===== config.mk =====
export PLATFORM = sky130hd
export DESIGN_NAME = natural_log_shift_add
export DESIGN_NICKNAME = d
export VERILOG_FILES = /design/src/hdl/nlsa_pkg.sv /design/src/hdl/natural_log_shift_add.sv /design/src/hdl/nlsa_norm.sv /design/src/hdl/nlsa_key_chain.sv /design/src/hdl/nlsa_out.sv
export VERILOG_INCLUDE_DIRS = /design/src /design/src/hdl
export SDC_FILE = /design/constraint.sdc
export NUM_CORES = 2
export LEC_CHECK = 0
export BUFFER_PORTS_ARGS = -buffer_cell sky130_fd_sc_hd__buf_2
export CAP_MARGIN = 20
export CORE_MARGIN = 2
export CORE_UTILIZATION = 60
export DETAILED_ROUTE_END_ITERATION = 16
export PLACE_DENSITY_LB_ADDON = 0.2
export SLEW_MARGIN = 25
export SYNTH_ARGS = -nofsm -noshare
export SYNTH_HDL_FRONTEND = slang
export SYNTH_HIERARCHICAL = 1
export SYNTH_SLANG_ARGS = --single-unit

===== constraint.sdc =====
create_clock -name clk_i -period 6.3 [get_ports clk_i]
set_input_delay 0.63 -clock clk_i [delete_from_list [all_inputs] [get_ports clk_i]]
set_output_delay 0.63 -clock clk_i [all_outputs]
set_load 0.02 [all_outputs]

===== src/hdl/natural_log_shift_add_defines.svh =====
// Assertion macros for the natural log pipeline.
// Needs nothing else; the top level includes it by name.
`ifndef NATURAL_LOG_SHIFT_ADD_DEFINES_SVH
`define NATURAL_LOG_SHIFT_ADD_DEFINES_SVH

// Same-cycle implication, disabled while reset is asserted.
`define NLSA_ASSERT_NOW(lbl, clk, rst_n, ante, cons) \
  lbl: assert property (@(posedge clk) disable iff (!rst_n) (ante) |-> (cons)) \
    else $error("natural log pipeline check failed");

// Next-cycle implication, disabled while reset is asserted.
`define NLSA_ASSERT_NEXT(lbl, clk, rst_n, ante, cons) \
  lbl: assert property (@(posedge clk) disable iff (!rst_n) (ante) |=> (cons)) \
    else $error("natural log pipeline check failed");

`endif


===== src/hdl/nlsa_pkg.sv =====
// Shared constants, the ln constant table and the stage payload type
// for the natural log pipeline. Depends on nothing.
package nlsa_pkg;

  localparam int X_W                = 24;
  localparam int X_FRAC             = 16;
  localparam int LOG_W              = 29;
  localparam int RESULT_FRAC_BITS   = 24;
  localparam int RESIDUAL_FRAC_BITS = 32;
  localparam int KEY_TOTAL          = 11;
  localparam int NUM_INT_KEYS       = 4;
  localparam int KEY_IDX_W          = $clog2(KEY_TOTAL);
  localparam int START_W            = $clog2(NUM_INT_KEYS);
  localparam int MAX_SHIFT          = 8;
  localparam int XW_EXT             = X_W + RESIDUAL_FRAC_BITS - X_FRAC;
  localparam int M_W                = RESIDUAL_FRAC_BITS + MAX_SHIFT;

  localparam int FRAC_DOWN = (RESIDUAL_FRAC_BITS >= RESULT_FRAC_BITS) ?
                             (RESIDUAL_FRAC_BITS - RESULT_FRAC_BITS) : 0;
  localparam int FRAC_UP   = (RESULT_FRAC_BITS > RESIDUAL_FRAC_BITS) ?
                             (RESULT_FRAC_BITS - RESIDUAL_FRAC_BITS) : 0;
  localparam int SH_W      = RESIDUAL_FRAC_BITS + 1 + FRAC_UP;

  localparam int STAGES = KEY_TOTAL + 1;
  localparam int OCC_W  = $clog2(STAGES + 1);

  localparam int KEY_SHIFT [NUM_INT_KEYS] = '{8, 4, 2, 1};

  // ln(key) rounded to RESULT_FRAC_BITS fraction bits, keys in list order:
  // 256, 16, 4, 2, 3/2, 5/4, 9/8, 17/16, 33/32, 65/64, 129/128.
  localparam logic [LOG_W-1:0] LN_ROM [KEY_TOTAL] = '{
    29'd93032640, 29'd46516320, 29'd23258160, 29'd11629080,
    29'd6802576,  29'd3743728,  29'd1976071,  29'd1017112,
    29'd516263,   29'd260117,   29'd130563
  };

  typedef struct packed {
    logic [START_W-1:0]            start;
    logic [RESIDUAL_FRAC_BITS-1:0] resid;
    logic [LOG_W-1:0]              acc;
  } nlsa_item_t;

endpackage


===== src/hdl/natural_log_shift_add.sv =====
// Natural log unit: takes an unsigned Q8.16 argument and returns ln(x) as a
// signed Q4.24 value by multiplicative normalization. It accepts one request
// per clock cycle unless the output stalls, and each request passes through
// the stages in order: one stage picks the starting key, ten stages each try
// one key with a shift-add and a compare, and one stage forms the final result.
// Ready propagates combinationally back from out_ready_i through every stage,
// so bubbles are squeezed out and a stall loses nothing.
`include "natural_log_shift_add_defines.svh"

module natural_log_shift_add import nlsa_pkg::*; (
  input  logic                    clk_i,
  input  logic                    rst_ni,
  input  logic                    in_valid_i,
  output logic                    in_ready_o,
  input  logic [X_W-1:0]          x_value_i,
  output logic                    out_valid_o,
  input  logic                    out_ready_i,
  output logic signed [LOG_W-1:0] log_result_o
);

  logic       norm_valid;
  logic       norm_ready;
  nlsa_item_t norm_item;
  logic       chain_valid;
  logic       chain_ready;
  nlsa_item_t chain_item;

  nlsa_norm u_norm (
    .clk_i     (clk_i),
    .rst_ni    (rst_ni),
    .valid_i   (in_valid_i),
    .ready_o   (in_ready_o),
    .x_value_i (x_value_i),
    .valid_o   (norm_valid),
    .ready_i   (norm_ready),
    .item_o    (norm_item)
  );

  nlsa_key_chain u_chain (
    .clk_i   (clk_i),
    .rst_ni  (rst_ni),
    .valid_i (norm_valid),
    .ready_o (norm_ready),
    .item_i  (norm_item),
    .valid_o (chain_valid),
    .ready_i (chain_ready),
    .item_o  (chain_item)
  );

  nlsa_out u_out (
    .clk_i        (clk_i),
    .rst_ni       (rst_ni),
    .valid_i      (chain_valid),
    .ready_o      (chain_ready),
    .item_i       (chain_item),
    .valid_o      (out_valid_o),
    .ready_i      (out_ready_i),
    .log_result_o (log_result_o)
  );

  // Requests in flight, kept for the checks below.
  logic [OCC_W-1:0] occ_q;
  logic [OCC_W-1:0] occ_d;

  assign occ_d = occ_q + OCC_W'(in_valid_i && in_ready_o)
                       - OCC_W'(out_valid_o && out_ready_i);

  always_ff @(posedge clk_i or negedge rst_ni) begin
    if (!rst_ni) begin
      occ_q <= '0;
    end else begin
      occ_q <= occ_d;
    end
  end

  `NLSA_ASSERT_NOW(a_ready_follows_out, clk_i, rst_ni, out_ready_i, in_ready_o)
  `NLSA_ASSERT_NOW(a_occ_bound, clk_i, rst_ni, 1'b1, occ_q <= OCC_W'(STAGES))
  `NLSA_ASSERT_NOW(a_no_phantom, clk_i, rst_ni, occ_q == '0, !out_valid_o)
  `NLSA_ASSERT_NOW(a_full_stall, clk_i, rst_ni,
                   occ_q == OCC_W'(STAGES) && !out_ready_i, !in_ready_o)
  `NLSA_ASSERT_NEXT(a_out_hold, clk_i, rst_ni, out_valid_o && !out_ready_i, out_valid_o && $stable(log_result_o))

endmodule


===== src/hdl/nlsa_norm.sv =====
// First pipeline stage: picks the starting power-of-two key and forms the
// initial residual and log. Depends on nlsa_pkg.
module nlsa_norm import nlsa_pkg::*; (
  input  logic             clk_i,
  input  logic             rst_ni,
  input  logic             valid_i,
  output logic             ready_o,
  input  logic [X_W-1:0]   x_value_i,
  output logic             valid_o,
  input  logic             ready_i,
  output nlsa_item_t       item_o
);

  logic              valid_q;
  nlsa_item_t        item_q;
  nlsa_item_t        item_d;
  logic [XW_EXT-1:0] x_ext;

  assign ready_o = !valid_q || ready_i;

  always_comb begin
    if (x_value_i[X_W-1:X_FRAC+1] == '0) begin
      item_d.start = START_W'(3);
    end else if (x_value_i[X_W-1:X_FRAC+2] == '0) begin
      item_d.start = START_W'(2);
    end else if (x_value_i[X_W-1:X_FRAC+4] == '0) begin
      item_d.start = START_W'(1);
    end else begin
      item_d.start = START_W'(0);
    end
    x_ext        = {x_value_i, {(RESIDUAL_FRAC_BITS - X_FRAC){1'b0}}};
    item_d.resid = RESIDUAL_FRAC_BITS'(x_ext >> KEY_SHIFT[item_d.start]);
    item_d.acc   = LN_ROM[KEY_IDX_W'(item_d.start)];
  end

  always_ff @(posedge clk_i or negedge rst_ni) begin
    if (!rst_ni) begin
      valid_q <= 1'b0;
    end else if (ready_o) begin
      valid_q <= valid_i;
    end
  end

  always_ff @(posedge clk_i) begin
    if (valid_i && ready_o) begin
      item_q <= item_d;
    end
  end

  assign valid_o = valid_q;
  assign item_o  = item_q;

endmodule


===== src/hdl/nlsa_key_chain.sv =====
// Ten pipeline stages, one per later key: each tries to multiply the
// residual by its key and keeps the product if it stays below 1.0 (a
// power-of-two key only after the starting key). Depends on nlsa_pkg.
module nlsa_key_chain import nlsa_pkg::*; (
  input  logic       clk_i,
  input  logic       rst_ni,
  input  logic       valid_i,
  output logic       ready_o,
  input  nlsa_item_t item_i,
  output logic       valid_o,
  input  logic       ready_i,
  output nlsa_item_t item_o
);

  localparam int NSTG = KEY_TOTAL - 1;

  logic       stg_valid_q [NSTG];
  nlsa_item_t stg_item_q  [NSTG];
  logic       stg_ready   [NSTG];
  logic       src_valid   [NSTG];
  nlsa_item_t src_item    [NSTG];

  for (genvar s = 0; s < NSTG; s++) begin : g_stage
    localparam int KEY = s + 1;

    logic       applies;
    logic       keep;
    logic [M_W-1:0] r_ext;
    logic [M_W-1:0] prod;
    nlsa_item_t item_d;

    if (s == 0) begin : g_src_in
      assign src_valid[s] = valid_i;
      assign src_item[s]  = item_i;
    end else begin : g_src_prev
      assign src_valid[s] = stg_valid_q[s-1];
      assign src_item[s]  = stg_item_q[s-1];
    end

    if (s == NSTG - 1) begin : g_rdy_last
      assign stg_ready[s] = !stg_valid_q[s] || ready_i;
    end else begin : g_rdy_mid
      assign stg_ready[s] = !stg_valid_q[s] || stg_ready[s+1];
    end

    assign r_ext   = M_W'(src_item[s].resid);
    assign applies = KEY_IDX_W'(src_item[s].start) < KEY_IDX_W'(KEY);

    if (KEY < NUM_INT_KEYS) begin : g_int_key
      assign prod = r_ext << KEY_SHIFT[KEY];
    end else begin : g_frac_key
      assign prod = r_ext + (r_ext >> (KEY - (NUM_INT_KEYS - 1)));
    end

    assign keep = applies && (prod[M_W-1:RESIDUAL_FRAC_BITS] == '0);

    always_comb begin
      item_d.start = src_item[s].start;
      if (keep) begin
        item_d.resid = prod[RESIDUAL_FRAC_BITS-1:0];
        item_d.acc   = src_item[s].acc - LN_ROM[KEY];
      end else begin
        item_d.resid = src_item[s].resid;
        item_d.acc   = src_item[s].acc;
      end
    end

    always_ff @(posedge clk_i or negedge rst_ni) begin
      if (!rst_ni) begin
        stg_valid_q[s] <= 1'b0;
      end else if (stg_ready[s]) begin
        stg_valid_q[s] <= src_valid[s];
      end
    end

    always_ff @(posedge clk_i) begin
      if (src_valid[s] && stg_ready[s]) begin
        stg_item_q[s] <= item_d;
      end
    end
  end

  assign ready_o = stg_ready[0];
  assign valid_o = stg_valid_q[NSTG-1];
  assign item_o  = stg_item_q[NSTG-1];

endmodule


===== src/hdl/nlsa_out.sv =====
// Last pipeline stage: subtracts (1 - residual) at result precision from
// the log and holds the result for the output channel. Depends on nlsa_pkg.
module nlsa_out import nlsa_pkg::*; (
  input  logic                    clk_i,
  input  logic                    rst_ni,
  input  logic                    valid_i,
  output logic                    ready_o,
  input  nlsa_item_t              item_i,
  output logic                    valid_o,
  input  logic                    ready_i,
  output logic signed [LOG_W-1:0] log_result_o
);

  logic                          valid_q;
  logic [LOG_W-1:0]              log_q;
  logic [LOG_W-1:0]              log_d;
  logic [RESIDUAL_FRAC_BITS:0]   diff;
  logic [SH_W-1:0]               sh;

  assign ready_o = !valid_q || ready_i;

  always_comb begin
    diff  = {1'b1, {RESIDUAL_FRAC_BITS{1'b0}}} - {1'b0, item_i.resid};
    sh    = (SH_W'(diff) >> FRAC_DOWN) << FRAC_UP;
    log_d = item_i.acc - LOG_W'(sh);
  end

  always_ff @(posedge clk_i or negedge rst_ni) begin
    if (!rst_ni) begin
      valid_q <= 1'b0;
    end else if (ready_o) begin
      valid_q <= valid_i;
    end
  end

  always_ff @(posedge clk_i) begin
    if (valid_i && ready_o) begin
      log_q <= log_d;
    end
  end

  assign valid_o      = valid_q;
  assign log_result_o = $signed(log_q);

endmodule

==> run metrics <==
status=complete, no violations; via/cell ratio=5.66; area delta synth->final=8.75%; Detailed Place HPWL=54.2 mm; Worst IR Drop VDD=292 µV; critical path fanouts, max=5; Die ar.=72700 µm²; Worst EP required=6.66 ns; worst r2r path cells=13; path type of the worst min-delay path=in -> reg; Mapped Area=42400 µm²; most common cell after layout, fill and taps aside=edfxtp_1; Tightest Pin Transition=0.970 ns; Final setup viols=0; Yosys warning total=6; vias in the first global route=28200; Num CTS Buffers=76; first-pass GRT wire length=126 mm; crit path DAT=4.72 ns; Initial Utilization=60.6%; most used routing layer=met2; WP buf/inv=0; n_diodes=0; CTS sink cnt=699; R2R Path Start=u_chain/stg_item_q[9][41]$_DFFE_PP_; chip height=270 µm; M1 GR Usage=22.9%; CTS clk-pin slew, worst paths=0.06 ns; hold path endpoint=u_norm/valid_o$_DFFE_PN0N_; DRT Pass-1 Iters=7; Crit-path slowest cell=or4_4; slew margin rel.=35.3%; Post-CTS Resized=0; Avg WL per Cell=14.4 µm; initial antenna violation count=0; Die Wd=270 µm; Critical Path End Type=flop; fraction of the cycle the final worst path needs=69.1%; Cells after Synth=4045; later-pin clock latency in the skew report=0.62 ns; crit-path cells=or4_4, nor3_4, nand4b_2, nor4_4, nand2b_1, or2_2, xnor2_1, ha_1, a21o_1, a211o_1, a2111oi_0, o31ai_1, xnor2_1; power density over cell area=550 nW/µm²; most used cell along the critical path=xnor2_1; reg-to-reg setup timing slack=1.94 ns; pin count of the biggest net entering global routing=79; Fillers=5350; most frequent cells in the layout=edfxtp_1 (687), nand2_1 (647), nor2_1 (252); Worst path max stage delay=0.58 ns; delay-heaviest family, CP=simple AND/OR/NAND/NOR gates; met3 GRT Util=3.05%; Non-Filler Instances=5084; postcts setup bufs=0; final setup margin=1.94 ns; Rows=97; H-tree levels=3; clk buf depth=3; syn avg cell area=10.5 µm²; Cell Count Post-Placement=4944; fmax=0.230 GHz; routed wire length=73.2 mm; NumNets Final=4352; CP startpoint kind=flop; GRT Resource Usage Total=20.2%; CTS tree=done; DRC=0; Leak=17.9 nW; Setup WS pre-CTS=1.96 ns; Post-DRT Antenna Nets=0; hold_sp=in_valid_i; final setup TNS=0 ns; share of cells above drive strength 1=7.79%; Core Region=69900 µm²; Hold Path Cell Cnt=2; GP Congestion=0.907; total congestion overflow=0; FF-to-FF End=u_out/log_result_o[26]$_DFFE_PP_; # port buffers=58; max-cap violations=0; endpoints failing hold=0; initial drt markers=1518; RSZ-0062 raised after global routing=no; Via Count=28800; clock root buffer=clkbuf_16; final worst path period need=4.36 ns; critical path class=reg -> reg; GR Util met2=38.4%; Setup Skew=0.0210 ns; I/O pins=59; Slew Viols, Final=0
## flip-flops by register name, summed over array words and instances (netlist names)
register / count
u_norm/item_o: 44
u_chain/stg_item_q: 614
u_norm/valid_o: 1
u_out/log_result_o: 29
u_chain/src_valid: 9
u_out/valid_o: 1
u_chain/valid_o: 1
## power by group
group          switching, W  leakage [nW]  total [W]  internal (W)
registers           0.00123          6.86    0.00892       0.00769
clock network       0.00177          1.24    0.00447       0.00271
logic               0.00667          9.84     0.0120       0.00528
## how the worst max path moves through the flow
stage,from,cells past startpoint,end,slack (ns)
floorplan,out_ready_i,5,u_chain/stg_item_q[4][0]$_DFFE_PP_,1.68
global placement,u_chain/stg_item_q[9][41]$_DFFE_PP_,13,u_out/log_result_o[26]$_DFFE_PP_,2.06
detailed placement,u_chain/stg_item_q[9][41]$_DFFE_PP_,13,u_out/log_result_o[26]$_DFFE_PP_,1.96
CTS,u_chain/stg_item_q[9][41]$_DFFE_PP_,13,u_out/log_result_o[26]$_DFFE_PP_,1.95
global route,u_chain/stg_item_q[9][41]$_DFFE_PP_,13,u_out/log_result_o[22]$_DFFE_PP_,1.80
finish,u_chain/stg_item_q[9][41]$_DFFE_PP_,13,u_out/log_result_o[26]$_DFFE_PP_,1.94
## routing by layer
metal | share of wire [%] | vias up
met5 | 0 | -
met4 | 3.2 | 0
met3 | 3.3 | 193
met2 | 52 | 535
met1 | 41 | 13200
li1 | - | 14900
## timing repair
action                                  in CTS  in global routing
hold endpoints to repair                    12                  0
endpoints found under the setup margin       0                  0
hold buffers                                 1                  0
## per-stage QoR
step                      total power (W)  area (µm²)  hold slack [ns]  util [%]
after floorplan                    0.0183       42400            0.334         -
after global placement             0.0205       43500            0.401      62.2
after detailed placement           0.0208       43500            0.405      62.2
after CTS                          0.0254       46100            0.183      65.9
after global routing               0.0274       46100            0.194      65.9
final                              0.0253       46100            0.217      65.9
## final cells by class
cell class / instances / area [µm²] / share of cell area, %
Tap cell: 940 / 1180 / 2.55
Clock buffer: 102 / 2120 / 4.61
Multi-Input combinational cell: 3139 / 20600 / 44.7
Timing Repair Buffer: 86 / 503 / 1.09
Sequential cell: 699 / 20900 / 45.4
Clock inverter: 37 / 420 / 0.913
Inverter: 81 / 304 / 0.660
(Power assumes the default switching activity.)
